<file path="src/hw/rtl/resp_array_parser_macros.svh">
// assertion macros shared by the parser rtl
`ifndef RESP_ARRAY_PARSER_MACROS_SVH
`define RESP_ARRAY_PARSER_MACROS_SVH

// same-cycle implication on the block clock, off during reset
`define RAP_ASSERT_NOW(label, ante, cons, msg) \
  label: assert property (@(posedge clk) disable iff (rst) (ante) |-> (cons)) \
    else $error(msg);

// next-cycle implication on the block clock, off during reset
`define RAP_ASSERT_NEXT(label, ante, cons, msg) \
  label: assert property (@(posedge clk) disable iff (rst) (ante) |=> (cons)) \
    else $error(msg);

`endif

</file>
<file path="src/hw/rtl/rap_pkg.sv">
package rap_pkg;

  // default accumulator width for decimal lines
  localparam int RAP_VALUE_BITS = 32;

  // fixed result field widths
  localparam int VALUE_OUT_BITS  = 32;
  localparam int ITEM_INDEX_BITS = 31;

  localparam logic [ITEM_INDEX_BITS-1:0] COUNT_MAX = '1;

  // characters of the protocol
  localparam logic [7:0] CHAR_CR     = 8'h0D;
  localparam logic [7:0] CHAR_LF     = 8'h0A;
  localparam logic [7:0] CHAR_STAR   = 8'h2A;
  localparam logic [7:0] CHAR_DOLLAR = 8'h24;
  localparam logic [7:0] CHAR_PLUS   = 8'h2B;
  localparam logic [7:0] CHAR_MINUS  = 8'h2D;
  localparam logic [7:0] CHAR_ZERO   = 8'h30;
  localparam logic [7:0] CHAR_NINE   = 8'h39;

  // result kinds
  typedef enum logic [1:0] {
    KIND_COUNT  = 2'd0,
    KIND_LENGTH = 2'd1,
    KIND_DATA   = 2'd2,
    KIND_END    = 2'd3
  } kind_t;

  // decimal line parse progress
  typedef enum logic [1:0] {
    DEC_START   = 2'd0,
    DEC_SIGN    = 2'd1,
    DEC_DIGITS  = 2'd2,
    DEC_STOPPED = 2'd3
  } dec_phase_t;

endpackage

</file>
<file path="src/hw/rtl/rap_in_if.sv">
// byte stream channel
interface rap_in_if;
  logic       valid;
  logic       ready;
  logic [7:0] in_byte;
  logic       end_of_buffer;

  modport source (output valid, output in_byte, output end_of_buffer, input ready);
  modport sink (input valid, input in_byte, input end_of_buffer, output ready);
endinterface

</file>
<file path="src/hw/rtl/rap_out_if.sv">
// parse result channel
interface rap_out_if;
  logic                                          valid;
  logic                                          ready;
  rap_pkg::kind_t                                kind;
  logic signed [rap_pkg::VALUE_OUT_BITS-1:0]     value;
  logic                                          length_mismatch;
  logic        [rap_pkg::ITEM_INDEX_BITS-1:0]    item_index;
  logic                                          all_items_done;

  modport source (output valid, output kind, output value, output length_mismatch,
                  output item_index, output all_items_done, input ready);
  modport sink (input valid, input kind, input value, input length_mismatch,
                input item_index, input all_items_done, output ready);
endinterface

</file>
<file path="src/hw/rtl/resp_array_parser.sv">
// Streaming parser for an array of bulk strings ("*N", then "$len" and data lines,
// each ended by CR LF). One byte is taken per cycle with no gaps of its own while no
// result waits unread; each byte gives at most one result, which appears in the result
// register in the cycle after the byte is taken. The cycle is set by the decimal
// accumulator update (multiply by ten as shift-add, then a saturation compare) in a
// single pass. A byte is held back until the next one arrives to spot CR LF, so the
// last byte of each buffer is never parsed; after the byte marked end_of_buffer the
// whole parser state is cleared. Once the completed items reach the array count, bytes
// are ignored until the buffer ends. Decimal lines saturate to the signed VALUE_BITS
// range and the value field carries the low 32 bits of the sign-extended number.
`include "resp_array_parser_macros.svh"

module resp_array_parser #(
  parameter int VALUE_BITS = rap_pkg::RAP_VALUE_BITS
) (
  input  logic      clk,
  input  logic      rst,
  rap_in_if.sink    stream,
  rap_out_if.source result
);

  localparam int VB = VALUE_BITS;
  localparam int IB = rap_pkg::ITEM_INDEX_BITS;
  localparam int OB = rap_pkg::VALUE_OUT_BITS;
  // compare width wide enough for signed counts and 31-bit lengths
  localparam int CW = ((VB > IB) ? VB : IB) + 1;
  localparam int PW = VB + 4;

  // parser state
  logic                    count_known, count_known_next;
  logic                    length_known, length_known_next;
  logic signed [VB-1:0]    array_count, array_count_next;
  logic signed [VB-1:0]    declared_length, declared_length_next;
  logic [IB-1:0]           items_done, items_done_next;
  logic [IB-1:0]           line_length, line_length_next;
  logic [VB-1:0]           decimal_value, decimal_value_next;
  rap_pkg::dec_phase_t     decimal_phase, decimal_phase_next;
  logic                    decimal_negative, decimal_negative_next;
  logic                    held_valid, held_valid_next;
  logic [7:0]              held_byte, held_byte_next;
  logic                    finished, finished_next;
  logic                    at_line_start, at_line_start_next;

  // result register
  logic                    out_valid;
  rap_pkg::kind_t          out_kind;
  logic signed [OB-1:0]    out_value;
  logic                    out_mismatch;
  logic [IB-1:0]           out_index;
  logic                    out_done;

  // combinational result of this byte
  logic                    emit;
  rap_pkg::kind_t          emit_kind;
  logic signed [OB-1:0]    emit_value;
  logic                    emit_mismatch;
  logic                    emit_done;
  logic [IB-1:0]           emit_index;

  // decimal feed of the held byte
  logic                    is_digit;
  logic [3:0]              digit;
  logic [PW-1:0]           scaled;
  logic [PW-1:0]           limit;
  logic [VB-1:0]           feed_value;
  rap_pkg::dec_phase_t     feed_phase;
  logic                    feed_negative;
  logic signed [VB-1:0]    dec_result;
  logic signed [CW-1:0]    dec_ext;
  logic signed [CW-1:0]    count_ext;
  logic signed [CW-1:0]    length_ext;
  logic signed [CW-1:0]    line_ext;
  logic signed [CW-1:0]    items_ext;
  logic [IB-1:0]           items_inc;
  logic                    in_fire;
  logic                    is_line_end;

  assign stream.ready = !out_valid || result.ready;
  assign in_fire      = stream.valid && stream.ready;
  assign is_line_end  = (held_byte == rap_pkg::CHAR_CR) && (stream.in_byte == rap_pkg::CHAR_LF);

  // digit step: value*10 + d, saturating at the signed limit
  assign is_digit = (held_byte >= rap_pkg::CHAR_ZERO) && (held_byte <= rap_pkg::CHAR_NINE);
  assign digit    = held_byte[3:0];
  assign scaled   = ({4'b0, decimal_value} << 3) + ({4'b0, decimal_value} << 1)
                    + {{(PW-4){1'b0}}, digit};
  assign limit    = ({{(PW-1){1'b0}}, 1'b1} << (VB-1))
                    - {{(PW-1){1'b0}}, !decimal_negative};

  always_comb begin
    feed_value    = decimal_value;
    feed_phase    = decimal_phase;
    feed_negative = decimal_negative;
    if (decimal_phase != rap_pkg::DEC_STOPPED) begin
      if (is_digit) begin
        feed_phase = rap_pkg::DEC_DIGITS;
        feed_value = (scaled > limit) ? limit[VB-1:0] : scaled[VB-1:0];
      end else if ((decimal_phase == rap_pkg::DEC_START) &&
                   ((held_byte == rap_pkg::CHAR_MINUS) || (held_byte == rap_pkg::CHAR_PLUS))) begin
        feed_negative = (held_byte == rap_pkg::CHAR_MINUS);
        feed_phase    = rap_pkg::DEC_SIGN;
      end else begin
        feed_phase = rap_pkg::DEC_STOPPED;
      end
    end
  end

  // saturating count of completed items including the current line
  assign items_inc = (items_done != rap_pkg::COUNT_MAX) ? items_done + 1'b1 : items_done;

  // signed value of the finished decimal line and compare operands
  assign dec_result = decimal_negative ? -$signed(decimal_value) : $signed(decimal_value);
  assign dec_ext    = {{(CW-VB){dec_result[VB-1]}}, dec_result};
  assign count_ext  = {{(CW-VB){array_count[VB-1]}}, array_count};
  assign length_ext = {{(CW-VB){declared_length[VB-1]}}, declared_length};
  assign line_ext   = {{(CW-IB){1'b0}}, line_length};
  assign items_ext  = {{(CW-IB){1'b0}}, items_inc};

  // per-byte parser update
  always_comb begin
    count_known_next      = count_known;
    length_known_next     = length_known;
    array_count_next      = array_count;
    declared_length_next  = declared_length;
    items_done_next       = items_done;
    line_length_next      = line_length;
    decimal_value_next    = decimal_value;
    decimal_phase_next    = decimal_phase;
    decimal_negative_next = decimal_negative;
    held_valid_next       = held_valid;
    held_byte_next        = held_byte;
    finished_next         = finished;
    at_line_start_next    = at_line_start;
    emit                  = 1'b0;
    emit_kind             = rap_pkg::KIND_DATA;
    emit_value            = '0;
    emit_mismatch         = 1'b0;
    emit_done             = 1'b0;
    emit_index            = items_done;

    if (in_fire) begin
      if (!finished) begin
        if (!held_valid) begin
          held_byte_next  = stream.in_byte;
          held_valid_next = 1'b1;
        end else if (is_line_end) begin
          // line complete: report and clear line state
          held_valid_next       = 1'b0;
          emit                  = 1'b1;
          decimal_value_next    = '0;
          decimal_phase_next    = rap_pkg::DEC_START;
          decimal_negative_next = 1'b0;
          line_length_next      = '0;
          at_line_start_next    = 1'b1;
          if (!count_known) begin
            array_count_next = dec_result;
            count_known_next = 1'b1;
            emit_kind        = rap_pkg::KIND_COUNT;
            emit_value       = dec_ext[OB-1:0];
          end else if (!length_known) begin
            declared_length_next = dec_result;
            length_known_next    = 1'b1;
            emit_kind            = rap_pkg::KIND_LENGTH;
            emit_value           = dec_ext[OB-1:0];
          end else begin
            items_done_next = items_inc;
            emit_index      = items_inc;
            emit_kind       = rap_pkg::KIND_END;
            emit_value      = line_ext[OB-1:0];
            emit_mismatch   = (line_ext != length_ext);
            emit_done       = (items_ext == count_ext);
            if (emit_done) begin
              finished_next = 1'b1;
            end
          end
        end else begin
          // ordinary character
          held_byte_next     = stream.in_byte;
          at_line_start_next = 1'b0;
          if (!count_known) begin
            if (held_byte != rap_pkg::CHAR_STAR) begin
              decimal_value_next    = feed_value;
              decimal_phase_next    = feed_phase;
              decimal_negative_next = feed_negative;
            end
          end else if (at_line_start && (held_byte == rap_pkg::CHAR_DOLLAR)) begin
            length_known_next = 1'b0;
          end else if (!length_known) begin
            decimal_value_next    = feed_value;
            decimal_phase_next    = feed_phase;
            decimal_negative_next = feed_negative;
          end else begin
            if (line_length != rap_pkg::COUNT_MAX) begin
              line_length_next = line_length + 1'b1;
            end
            emit       = 1'b1;
            emit_kind  = rap_pkg::KIND_DATA;
            emit_value = {{(OB-8){1'b0}}, held_byte};
          end
        end
      end
      // end of buffer clears everything after this byte
      if (stream.end_of_buffer) begin
        count_known_next      = 1'b0;
        length_known_next     = 1'b0;
        array_count_next      = '0;
        declared_length_next  = '0;
        items_done_next       = '0;
        line_length_next      = '0;
        decimal_value_next    = '0;
        decimal_phase_next    = rap_pkg::DEC_START;
        decimal_negative_next = 1'b0;
        held_valid_next       = 1'b0;
        held_byte_next        = '0;
        finished_next         = 1'b0;
        at_line_start_next    = 1'b1;
      end
    end
  end

  // parser state registers
  always_ff @(posedge clk) begin
    if (rst) begin
      count_known      <= 1'b0;
      length_known     <= 1'b0;
      array_count      <= '0;
      declared_length  <= '0;
      items_done       <= '0;
      line_length      <= '0;
      decimal_value    <= '0;
      decimal_phase    <= rap_pkg::DEC_START;
      decimal_negative <= 1'b0;
      held_valid       <= 1'b0;
      held_byte        <= '0;
      finished         <= 1'b0;
      at_line_start    <= 1'b1;
    end else begin
      count_known      <= count_known_next;
      length_known     <= length_known_next;
      array_count      <= array_count_next;
      declared_length  <= declared_length_next;
      items_done       <= items_done_next;
      line_length      <= line_length_next;
      decimal_value    <= decimal_value_next;
      decimal_phase    <= decimal_phase_next;
      decimal_negative <= decimal_negative_next;
      held_valid       <= held_valid_next;
      held_byte        <= held_byte_next;
      finished         <= finished_next;
      at_line_start    <= at_line_start_next;
    end
  end

  // result register valid
  always_ff @(posedge clk) begin
    if (rst) begin
      out_valid <= 1'b0;
    end else if (in_fire) begin
      out_valid <= emit;
    end else if (result.ready) begin
      out_valid <= 1'b0;
    end
  end

  // result register payload
  always_ff @(posedge clk) begin
    if (in_fire && emit) begin
      out_kind     <= emit_kind;
      out_value    <= emit_value;
      out_mismatch <= emit_mismatch;
      out_index    <= emit_index;
      out_done     <= emit_done;
    end
  end

  assign result.valid           = out_valid;
  assign result.kind            = out_kind;
  assign result.value           = out_value;
  assign result.length_mismatch = out_mismatch;
  assign result.item_index      = out_index;
  assign result.all_items_done  = out_done;

  // checks
  `RAP_ASSERT_NOW(a_no_result_when_finished, emit, !finished,
                  "result produced after all items were done")
  `RAP_ASSERT_NOW(a_end_needs_header, emit && (emit_kind == rap_pkg::KIND_END),
                  count_known && length_known, "item end before count and length known")
  `RAP_ASSERT_NOW(a_flags_only_on_end, emit && (emit_kind != rap_pkg::KIND_END),
                  !emit_mismatch && !emit_done, "end flags set on a non-end result")
  `RAP_ASSERT_NEXT(a_buffer_end_clears, in_fire && stream.end_of_buffer,
                   !held_valid && !count_known && !finished && at_line_start,
                   "parser state not cleared after end of buffer")

endmodule
</file>
<file path="src/flat_wrapper.sv">
// flat-port wrapper written by rule: the top's interface ports become plain ports
module resp_array_parser_flat 
#(
  parameter int VALUE_BITS = rap_pkg::RAP_VALUE_BITS
)
  (clk, rst, stream_valid, stream_in_byte, stream_end_of_buffer, stream_ready, result_valid, result_kind, result_value, result_length_mismatch, result_item_index, result_all_items_done, result_ready);
  rap_in_if stream_i ();
  rap_out_if result_i ();
  input  logic clk;
  input  logic rst;
  input wire logic [$bits(stream_i.valid)-1:0] stream_valid;
  input wire logic [$bits(stream_i.in_byte)-1:0] stream_in_byte;
  input wire logic [$bits(stream_i.end_of_buffer)-1:0] stream_end_of_buffer;
  output wire logic [$bits(stream_i.ready)-1:0] stream_ready;
  output wire logic [$bits(result_i.valid)-1:0] result_valid;
  output wire logic [$bits(result_i.kind)-1:0] result_kind;
  output wire logic [$bits(result_i.value)-1:0] result_value;
  output wire logic [$bits(result_i.length_mismatch)-1:0] result_length_mismatch;
  output wire logic [$bits(result_i.item_index)-1:0] result_item_index;
  output wire logic [$bits(result_i.all_items_done)-1:0] result_all_items_done;
  input wire logic [$bits(result_i.ready)-1:0] result_ready;
  assign stream_i.valid = stream_valid;
  assign stream_i.in_byte = stream_in_byte;
  assign stream_i.end_of_buffer = stream_end_of_buffer;
  assign stream_ready = stream_i.ready;
  assign result_valid = result_i.valid;
  assign result_kind = result_i.kind;
  assign result_value = result_i.value;
  assign result_length_mismatch = result_i.length_mismatch;
  assign result_item_index = result_i.item_index;
  assign result_all_items_done = result_i.all_items_done;
  assign result_i.ready = result_ready;
  resp_array_parser #(.VALUE_BITS(VALUE_BITS)) u_core (.clk(clk), .rst(rst), .stream(stream_i), .result(result_i));
endmodule
</file>
<file path="config.mk">
export PLATFORM = sky130hd
export DESIGN_NAME = resp_array_parser_flat
export DESIGN_NICKNAME = d
export VERILOG_FILES = /design/src/hw/rtl/rap_pkg.sv /design/src/hw/rtl/rap_in_if.sv /design/src/hw/rtl/rap_out_if.sv /design/src/hw/rtl/resp_array_parser.sv /design/src/flat_wrapper.sv
export VERILOG_INCLUDE_DIRS = /design/src /design/src/hw/rtl
export SDC_FILE = /design/constraint.sdc
export NUM_CORES = 1
export LEC_CHECK = 0
export BUFFER_PORTS_ARGS = -buffer_cell sky130_fd_sc_hd__buf_2
export CAP_MARGIN = 20
export CORE_MARGIN = 5
export CORE_UTILIZATION = 37
export DETAILED_ROUTE_END_ITERATION = 6
export GPL_TIMING_DRIVEN = 0
export SLEW_MARGIN = 20
export SYNTH_ARGS = -nofsm -noshare
export SYNTH_HDL_FRONTEND = slang
export SYNTH_SLANG_ARGS = --single-unit
export TNS_END_PERCENT = 20
</file>
<file path="constraint.sdc">
create_clock -name clk -period 4.6 [get_ports clk]
set_input_delay 0.46 -clock clk [delete_from_list [all_inputs] [get_ports clk]]
set_output_delay 0.46 -clock clk [all_outputs]
set_load 0.1 [all_outputs]
</file>
Word level (Yosys, flattened, before mapping)
Cells that the tools add are included.
Cells by class
  add/subtract/negate cells: 6
  $lt $le $gt $ge: 3
  equal/unequal tests: 18
  muxes and demuxes: 108
  bitwise logic cells: 5
  reduce and logical (&&, ||, !) cells: 33
Operators with widths (number)
  32-bit two-way mux: 28
  31-bit two-way mux: 16
  31-bit by 1-bit adder with 31-bit output (second input constant): 2
  31-bit != test (second input constant): 2
  1-bit two-way mux: 46
  8-bit two-way mux: 5
  35-bit by 33-bit adder with 36-bit output: 1
  36-bit by 4-bit adder with 36-bit output: 1
  36-bit > comparator: 1
  32-bit by 1-bit subtractor with 33-bit output (first input constant): 1
  32-bit equality test: 1
  32-bit != test: 1
  32-bit negator: 1
  2-bit two-way mux: 13
  8-bit by 6-bit equality test with 1-bit output (second input constant): 3
  8-bit by 4-bit equality test with 1-bit output (second input constant): 2
  6-bit AND reduction: 2
  3-bit nonzero test: 4
  5-bit AND reduction: 2
  8-bit by 6-bit greater-or-equal comparator with 1-bit output (second input constant): 1
  8-bit by 6-bit less-or-equal comparator with 1-bit output (second input constant): 1
  2-bit != test (second input constant): 4
  4-bit != test (second input constant): 2
  8-bit by 6-bit != test with 1-bit output (second input constant): 1
  other kinds (17): 32
Storage, ports and cells
  register bits after elaboration: 242
  bits of input ports: 13
  output and inout port bits: 69

Longest topological paths before layout
Gate-level depths: netlist (run 1).
  depth after elaboration: 13
  depth in mapped cells: 23

Worst setup path after synthesis (run 1)
No wires, ideal clock.
  kind: register -> register
  from: register u_core.out_valid (netlist: u_core.result.valid)
  to: register u_core.out_done (netlist: u_core.result.all_items_done), enable pin
  library setup time: 0.492 ns
  arrival time: 5.097 ns
  data required time: 4.108 ns
  slack: -0.989 ns
  stages on the path, launching flop included: 6
  clock period less this slack: 5.589 ns
  cells stage by stage: dfxtp_1 -> nand2b_1 -> and2_1 -> clkbuf_1 -> nand2_1 -> nor2_1
On the way
  cells in the longest elaborated chain, start to end: 5
RTL lines
  start, declared: line resp_array_parser.sv:45  | logic out_valid;
  start signal, assigned: line resp_array_parser.sv:259  | out_valid <= emit;
  1-bit logical NOT (*): line resp_array_parser.sv:78  | assign stream.ready = !out_valid || result.ready;
  1-bit logical OR (*): line resp_array_parser.sv:78
  via stream_ready: line flat_wrapper.sv:14  | output wire logic [$bits(stream_i.ready)-1:0] stream_ready;
  1-bit logical AND (*): line resp_array_parser.sv:79  | assign in_fire = stream.valid && stream.ready;
  1-bit two-way mux: line resp_array_parser.sv:141  | if (in_fire) begin
  1-bit logical AND (*): line resp_array_parser.sv:267  | if (in_fire && emit) begin
  end signal, assigned: line resp_array_parser.sv:272  | out_done <= emit_done;
  end, declared: line resp_array_parser.sv:50  | logic out_done;
Mark *: on every way through the listed nets, which the timed path passes. The rest lies on a longest branch.
A chain may end at the register's enable or synchronous reset.

Worst setup path after layout (run 1)
  from: register u_core.decimal_value[0]
  to: register u_core.decimal_value[2]
On the way
  cells in the longest elaborated chain, start to end: 13
RTL lines
  start, declared: line resp_array_parser.sv:36  | logic [VB-1:0] decimal_value, decimal_value_next;
  start signal, assigned: line resp_array_parser.sv:244  | decimal_value <= decimal_value_next;
  35-bit by 33-bit adder with 36-bit output (*): line resp_array_parser.sv:85  | assign scaled = ({4'b0, decimal_value} << 3) + ({4'b0, decimal_value} << 1)
  36-bit by 4-bit adder with 36-bit output (*): line resp_array_parser.sv:86  | + {{(PW-4){1'b0}}, digit};
  36-bit > comparator: line resp_array_parser.sv:97  | feed_value = (scaled > limit) ? limit[VB-1:0] : scaled[VB-1:0];
  32-bit two-way mux (*): line resp_array_parser.sv:97
  32-bit two-way mux (*): line resp_array_parser.sv:95  | if (is_digit) begin
  32-bit two-way mux (*): line resp_array_parser.sv:94  | if (decimal_phase != rap_pkg::DEC_STOPPED) begin
  32-bit two-way mux: line resp_array_parser.sv:188  | end else if (!length_known) begin
  32-bit two-way mux: line resp_array_parser.sv:186  | end else if (at_line_start && (held_byte == rap_pkg::CHAR_DOLLAR)) begin
  32-bit two-way mux (*): line resp_array_parser.sv:180  | if (!count_known) begin
  32-bit two-way mux (*): line resp_array_parser.sv:146  | end else if (is_line_end) begin
  32-bit two-way mux (*): line resp_array_parser.sv:143  | if (!held_valid) begin
  32-bit two-way mux (*): line resp_array_parser.sv:142  | if (!finished) begin
  32-bit two-way mux (*): line resp_array_parser.sv:203  | if (stream.end_of_buffer) begin
Mark *: on every way between the ends. The rest lies on a longest branch, timed or not. The select of a mux whose other input is x is not followed.

==> results of run 1 <==
## metal layers
| layer | wire, µm | track usage (%) |
|---|---|---|
| met1 | 20500 | 26.3 |
| met2 | 22700 | 35.5 |
| met3 | 1850 | 2.30 |
| met4 | 1780 | 6.95 |
| met5 | 0 | 0 |
## registers in the layout, indices dropped and copies added, names as in the netlist, 8 cells and up
register,flops
u_core.result.item_index,31
u_core.decimal_value,32
u_core.items_done,31
u_core.array_count,32
u_core.declared_length,32
u_core.held_byte,8
u_core.result.value,32
u_core.line_length,31
## critical path: stages, from the launching register on
cell	delay (ns)
dfxtp_4	0.36
fa_2	0.51
fa_2	0.39
a211oi_4	0.25
o21ai_2	0.10
a21o_2	0.25
a31oi_4	0.24
buf_6	0.14
nor3_2	0.03
nor2_1	0.12
xor2_1	0.25
inv_1	0.08
ha_1	0.27
nand4_1	0.19
nor3_4	0.24
nand4_1	0.21
mux2i_1	0.18
a21o_1	0.13
o211a_1	0.21
and3_4	0.23
nand4_1	0.11
buf_6	0.19
clkbuf_8	0.17
o21ai_1	0.12
## metrics by stage
stage                     instances  utilization, %  cell area (µm²)
after detailed placement       2372            40.3            16000
after CTS                      2435            43.4            17300
after global routing           2442            44.0            17500
after global placement         2370            40.1            16000
after floorplan                1764               -            14900
final                          2442            44.0            17500
## cell usage after synthesis, types with 13 or more instances
| cell | number | share of area (%) |
|---|---|---|
| nor3b_1 | 23 | 1.2 |
| nand3b_1 | 15 | 0.75 |
| nand3_1 | 50 | 1.7 |
| and3_1 | 20 | 0.84 |
| o211ai_1 | 13 | 0.65 |
| edfxtp_1 | 67 | 13 |
| nand2_1 | 174 | 4.4 |
| or3_1 | 24 | 1.0 |
| nor4_1 | 20 | 0.84 |
| o21ai_0 | 98 | 3.3 |
| nor2_1 | 161 | 4.1 |
| clkbuf_1 | 92 | 2.3 |
| a211oi_1 | 34 | 1.7 |
| nor3_1 | 28 | 0.94 |
| nand4_1 | 47 | 2.0 |
| xnor2_1 | 107 | 6.3 |
| a21oi_1 | 163 | 5.5 |
| nor2b_1 | 23 | 0.96 |
| dfxtp_1 | 175 | 23 |
| xor2_1 | 71 | 4.2 |
| ha_1 | 98 | 8.2 |
| inv_1 | 65 | 1.6 |
## power groups by stage
stage                     combinational [mW]  clock, mW  sequential, mW
final                                  0.128       2.21            2.19
after global routing                   0.140       2.34            2.19
after CTS                              0.126       2.24            2.19
after detailed placement               0.124          0            2.24
after global placement                 0.123          0            2.23
after floorplan                       0.0775          0            2.23
## worst paths after layout
| path | start | to | slack, ns |
|---|---|---|---|
| worst min-delay path | stream_in_byte[3] | u_core.held_byte[3] | 0.17 |
| worst max register to register | u_core.decimal_value[0] | u_core.decimal_value[2] | -0.46 |
| worst min register to register | u_core.at_line_start | u_core.at_line_start | 0.46 |
| worst max-delay path | u_core.decimal_value[0] | u_core.decimal_value[2] | -0.46 |
## cell families after synthesis
| logic type | count (synthesis) | synth area share [%] |
|---|---|---|
| multiplexers | 13 | 0.889 |
| AND/OR/NAND/NOR | 643 | 21.6 |
| buffers and inverters | 162 | 4.11 |
| flip-flops | 242 | 37.0 |
| adder cells (fa/ha/maj) | 100 | 8.49 |
| AO/OA/AOI/OAI | 426 | 17.5 |
| XOR/XNOR | 178 | 10.5 |
## timing repair
action / in CTS / in global routing
resized for setup: 90 / 40
endpoints found under the setup margin: 32 / 32
endpoints found under the hold margin: 0 / 0
pin swaps: 13 / 17
buffers inserted: 15 / 10
## final cells by class
| class | count | area, µm² | area share, % |
|---|---|---|---|
| multi-input cells | 1360 | 9090 | 51.9 |
| repair buffers | 108 | 641 | 3.66 |
| plain buffers | 93 | 410 | 2.34 |
| inverters | 65 | 244 | 1.39 |
| flip-flops and latches | 242 | 5550 | 31.7 |
| clock buffers | 32 | 746 | 4.26 |
| clock inverters | 17 | 170 | 0.972 |
| well taps | 525 | 657 | 3.75 |
==> results by group, run 1 <==
Final layout
  • Commonest non-fill, non-tap cells in the layout: nand2_1 (174), nor2_1 (159), dfxtp_1 (158)
  • Final nets: 2010
  • Most common cell after layout, fill and taps aside: nand2_1
  • # diodes: 0
  • Fillers: 4018
  • Layout area overhead: 17.3%
  • Layout cells sized above 1: 13.4%

Floorplanning
  • Row count: 73
  • # IOs: 82
  • Die Area: 44400 µm²
  • Die span in y: 211 µm
  • Die width: 211 µm
  • Starting density of the core: 37.5%
  • Core area: 39800 µm²

Timing
  • Worst slew pin tran: 0.930 ns
  • Relative slew margins: 37.4%
  • Crit share post-route: 110%
  • Final setup viols: 32
  • Count of pins over their slew limit: 0
  • Worst Hold Slack: 0.173 ns
  • Fin. Hold Viols: 0
  • Upper clock frequency limit: 198 MHz
  • Final worst-path setup slack: -0.460 ns
  • Clock skew: 0.0211 ns
  • Fin crit period: 5.06 ns
  • Setup tns final: -13.84 ns
  • RSZ-0062 raised after global routing: yes

Job
  • Max Cap Viol: 0

Drt
  • Via count: 13500
  • DRC violations left: 0
  • Pre-antenna DRT Iters: 5
  • Remaining antenna violation count: 0
  • DR WL/cell: 19.2 µm
  • Drt via density: 5.52
  • WL final: 46900 µm
  • DRT iter0 DRCs: 924

Status
  • Outcome: finished, violations left
  • Failing checks: setup timing

Global routing
  • GRT Total Usage: 20.4%
  • Number of global-route vias before repair: 13100
  • Initial antenna violation count: 0
  • First-pass GRT wire length: 73400 µm
  • Largest net degree at the start of global routing: 36
  • GRT Residual Overflow: 0

Power
  • Combinational share of power: 2.8%
  • Peak supply drop: 0.247 mV
  • Tot Pwr: 4.52 mW
  • Clk pwr share: 48.8%
  • Reg power frac: 48.4%
  • Sw Share: 22.7%
  • Sw Pwr: 1.03 mW
  • Leakage: 6.67 nW
  • Power per standard cell area: 258 nW/µm²
  • P_int: 3.49 mW

Clocking
  • Worst skew pair latency: 0.55 ns
  • CTS tree: yes
  • Clock sink total: 242
  • CTS root buf: clkbuf_16
  • Clock transition at path regs: 0.06 ns
  • Hold buffers post-CTS: 0
  • Max H-tree Level: 1
  • Clock Path Buffers: 3
  • CTS Buf Count: 27

Synthesis
  • Post-synth EDFFs: 67
  • Synthesis-stage register bit count: 242
  • Syn Nets: 1877
  • Post-synth cell types: 68
  • Async S/R FF share, synth: 0%
  • Top FF cell, synth: dfxtp_1
  • Ys Warns: 0
  • Post-Synthesis Cells: 1764
  • Syn_area_per_cell: 8.46 µm²
  • Sequential-to-total area share from yosys stat: 37.0%
  • Synth Cell Area: 14900 µm²

Setup path
  • R2R cell count: 23
  • Crit path kind: flop to flop
  • CP required: 5.07 ns
  • Worst Path Arrival: 5.53 ns
  • Worst-path fanout max: 10
  • Startpoint types: flop
  • CP Capture Type: flop

Worst hold path
  • Hold Path Depth: 3
  • Min-delay worst type: input pin to flop

Place
  • DP Worst Slack: -1.81 ns
  • I/O Buffers: 81
  • Half-perimeter wire length after placement: 36700 µm
  • Placer Congestion: 0.937
(Power assumes the default switching activity.)
==> run 2, diff against run 1 <==
Settings changed: GPL_TIMING_DRIVEN 0 to unset.
==> run 2 against run 1 <==
  * The run still ends with setup timing left
  * Non-clock buffer count rose by 38
  * Via count rose by 1.1%
  * Sequential share of layout area fell by 1.1 points
  * Clock power rose by 6%
  * Die area did not move
  * Register-to-register slack improved by 0.27 ns
  * Sequential cell count did not move
  * Sequential power barely moved
  * Maximum frequency rose by 5.7%
  * Critical path type unchanged
  * Critical endpoint unchanged
  * Largest power group unchanged
==> results by group, run 2 (synthesized netlist as in run 1, its figures left out) <==
Timing
  • Worst slew pin tran: 1.01 ns (+0.0838 ns)
  • Upper clock frequency limit: 209 MHz (+5.7%)
  • RSZ-0062 raised after global routing: yes
  • Fin. Hold Viols: 0 (unchanged)
  • Final setup viols: 32 (unchanged)
  • Final worst-path setup slack: -0.187 ns (+0.273 ns)
  • Count of pins over their slew limit: 0 (unchanged)
  • Clock skew: 0.0236 ns (+0.00249 ns)
  • Relative slew margins: 31.7% (-5.7 points)
  • Setup tns final: -5.28 ns (+8.56 ns)
  • Crit share post-route: 104% (-5.9 points)
  • Fin crit period: 4.79 ns (-0.273 ns)

Clocking
  • Clock sink total: 242 (unchanged)
  • Worst skew pair latency: 0.55 ns (about the same)
  • Max H-tree Level: 1 (unchanged)
  • CTS root buf: clkbuf_16
  • Clock transition at path regs: 0.06 ns (about the same)
  • Hold buffers post-CTS: 0 (unchanged)
  • CTS Buf Count: 27 (unchanged)
  • CTS tree: yes
  • Clock Path Buffers: 3 (unchanged)

Global routing
  • Initial antenna violation count: 0 (unchanged)
  • Number of global-route vias before repair: 13300 (+1.7%)
  • GRT Residual Overflow: 0 (unchanged)
  • GRT Total Usage: 19.7% (-0.69 points)
  • First-pass GRT wire length: 71800 µm (-2.2%)
  • Largest net degree at the start of global routing: 72 (+100%)

Setup path
  • Most frequent CP cell: nand4_1
  • Crit path kind: flop to flop
  • Worst Path Arrival: 5.26 ns (-0.27 ns)
  • Worst-path fanout max: 10 (unchanged)
  • Max incr delay on CP: 0.52 ns (about the same)
  • Crit path cell chain: fa_1 > fa_2 > a211oi_4 > o21ai_2 > a21o_1 > a31oi_1 > buf_4 > o31ai_4 > a21oi_2 > xor2_1 > inv_1 > ha_4 > nand4_1 > nor3_2 > nand4_1 > mux2i_1 > a21o_1 > o211a_1 > and3_4 > nand4_1 > buf_4 > buf_8 > o21ai_1
  • Slowest CP cell: fa_1
  • CP Capture Type: flop
  • CP required: 5.08 ns (about the same)
  • Startpoint types: flop

Worst hold path
  • Min-delay worst type: input pin to flop

Final layout
  • Layout area overhead: 21.1%
  • # diodes: 0 (unchanged)
  • Finished Cell Area: 18100 µm² (+3.2%)
  • Layout cells sized above 1: 18.1% (+4.7 points)
  • Fillers: 3932 (-2.1%)
  • Commonest non-fill, non-tap cells in the layout: nand2_1 (172), dfxtp_1 (172), a21oi_1 (160)
  • Final nets: 2048 (+1.9%)

Power
  • Power per standard cell area: 257 nW/µm² (-0.38%)
  • Peak supply drop: 0.248 mV (+0.47%)
  • Leakage: 7.15 nW (+7.2%)
  • Tot Pwr: 4.65 mW (+2.8%)

Floorplanning
  • Die span in y: 211 µm (unchanged)
  • Die width: 211 µm (unchanged)
  • Die Area: 44400 µm² (unchanged)
  • Starting density of the core: 37.5% (unchanged)
  • # IOs: 82 (unchanged)
  • Core area: 39800 µm² (unchanged)
  • Row count: 73 (unchanged)

Drt
  • Remaining antenna violation count: 0 (unchanged)
  • Pre-antenna DRT Iters: 5 (unchanged)
  • DR WL/cell: 18.4 µm (-4.5%)
  • Via count: 13600 (+1.1%)
  • DRC violations left: 0 (unchanged)
  • DRT iter0 DRCs: 941 (+1.8%)
  • WL final: 45500 µm (-2.9%)
  • Drt via density: 5.49 (-0.49%)

Place
  • Half-perimeter wire length after placement: 35000 µm (-4.7%)
  • Placer Congestion: 0.903 (-3.7%)
  • I/O Buffers: 81 (unchanged)
  • Cell Area, Placed: 16600 µm² (+3.5%)

Job
  • Max Cap Viol: 0 (unchanged)

Status
  • Outcome: finished, violations left
  • Failing checks: setup timing
-- run 2: changes by cell type in the layout (fill, tap and decap cells not counted), moves of 10 or more --
cell / change
dfxtp_2: -10
dfxtp_1: +14
buf_4: +130
clkbuf_1: -78
-- run 2: worst paths after layout --
check | from | to | slack, ns | cells after the start
max | u_core.decimal_value[2] | u_core.decimal_value[2] | -0.19 | 23
min | stream_in_byte[6] | u_core.held_byte[6] | 0.19 | 3
max reg2reg | u_core.decimal_value[2] | u_core.decimal_value[2] | -0.19 | 23
min reg2reg | u_core.declared_length[27] | u_core.declared_length[27] | 0.47 | 2
-- run 2: worst max-delay path, delay by kind of cell, from the launching register on --
family	cells	cell delay (ns)
flip-flops	1	0.33
AO/OA/AOI/OAI	9	1.41
AND/OR/NAND/NOR	5	0.77
XOR/XNOR	1	0.21
buffers and inverters	4	0.65
adder cells (fa/ha/maj)	3	1.20
multiplexers	1	0.15
-- run 2: per-stage QoR --
step                      setup WS [ns]  utilization, %  hold slack, ns  instances
final                            -0.187            45.4           0.188       2481
after global routing             -0.489            45.4           0.191       2481
after CTS                       -0.0841            45.2           0.169       2480
after detailed placement         -0.508            41.7           0.441       2402
after global placement           -0.356            41.7           0.434       2402
after floorplan                 -0.0920               -           0.417       1764
-- run 2: layer usage --
metal | vias up | wire length [µm] | global-route usage (%)
li1 | 6679 | - | -
met1 | 6534 | 19900 | 25.6
met2 | 325 | 22000 | 34.4
met3 | 89 | 1870 | 1.86
met4 | 0 | 1760 | 6.75
met5 | - | 0 | 0
-- run 2: cell type report --
cell class / instances / area (µm²) / area share (%)
Multi-Input combinational cell: 1360 / 9040 / 50.0
Sequential cell: 242 / 5520 / 30.6
Timing Repair Buffer: 239 / 1620 / 8.96
Clock buffer: 43 / 868 / 4.81
Tap cell: 525 / 657 / 3.64
Inverter: 65 / 244 / 1.35
Clock inverter: 7 / 119 / 0.658
-- run 2: where the power goes --
part           switching (mW)  internal, mW
clock                   0.882          1.46
combinational          0.0845        0.0323
sequential            0.00571          2.18
total                   0.972          3.67
-- run 2: what timing repair did --
action | 4_1_cts | 5_1_grt
cloned | 2 | 0
endpoints found under the setup margin | 32 | 32
pin swaps | 21 | 6
hold endpoints to repair | 0 | 0
resized for setup | 78 | 14
buffers inserted | 26 | 1
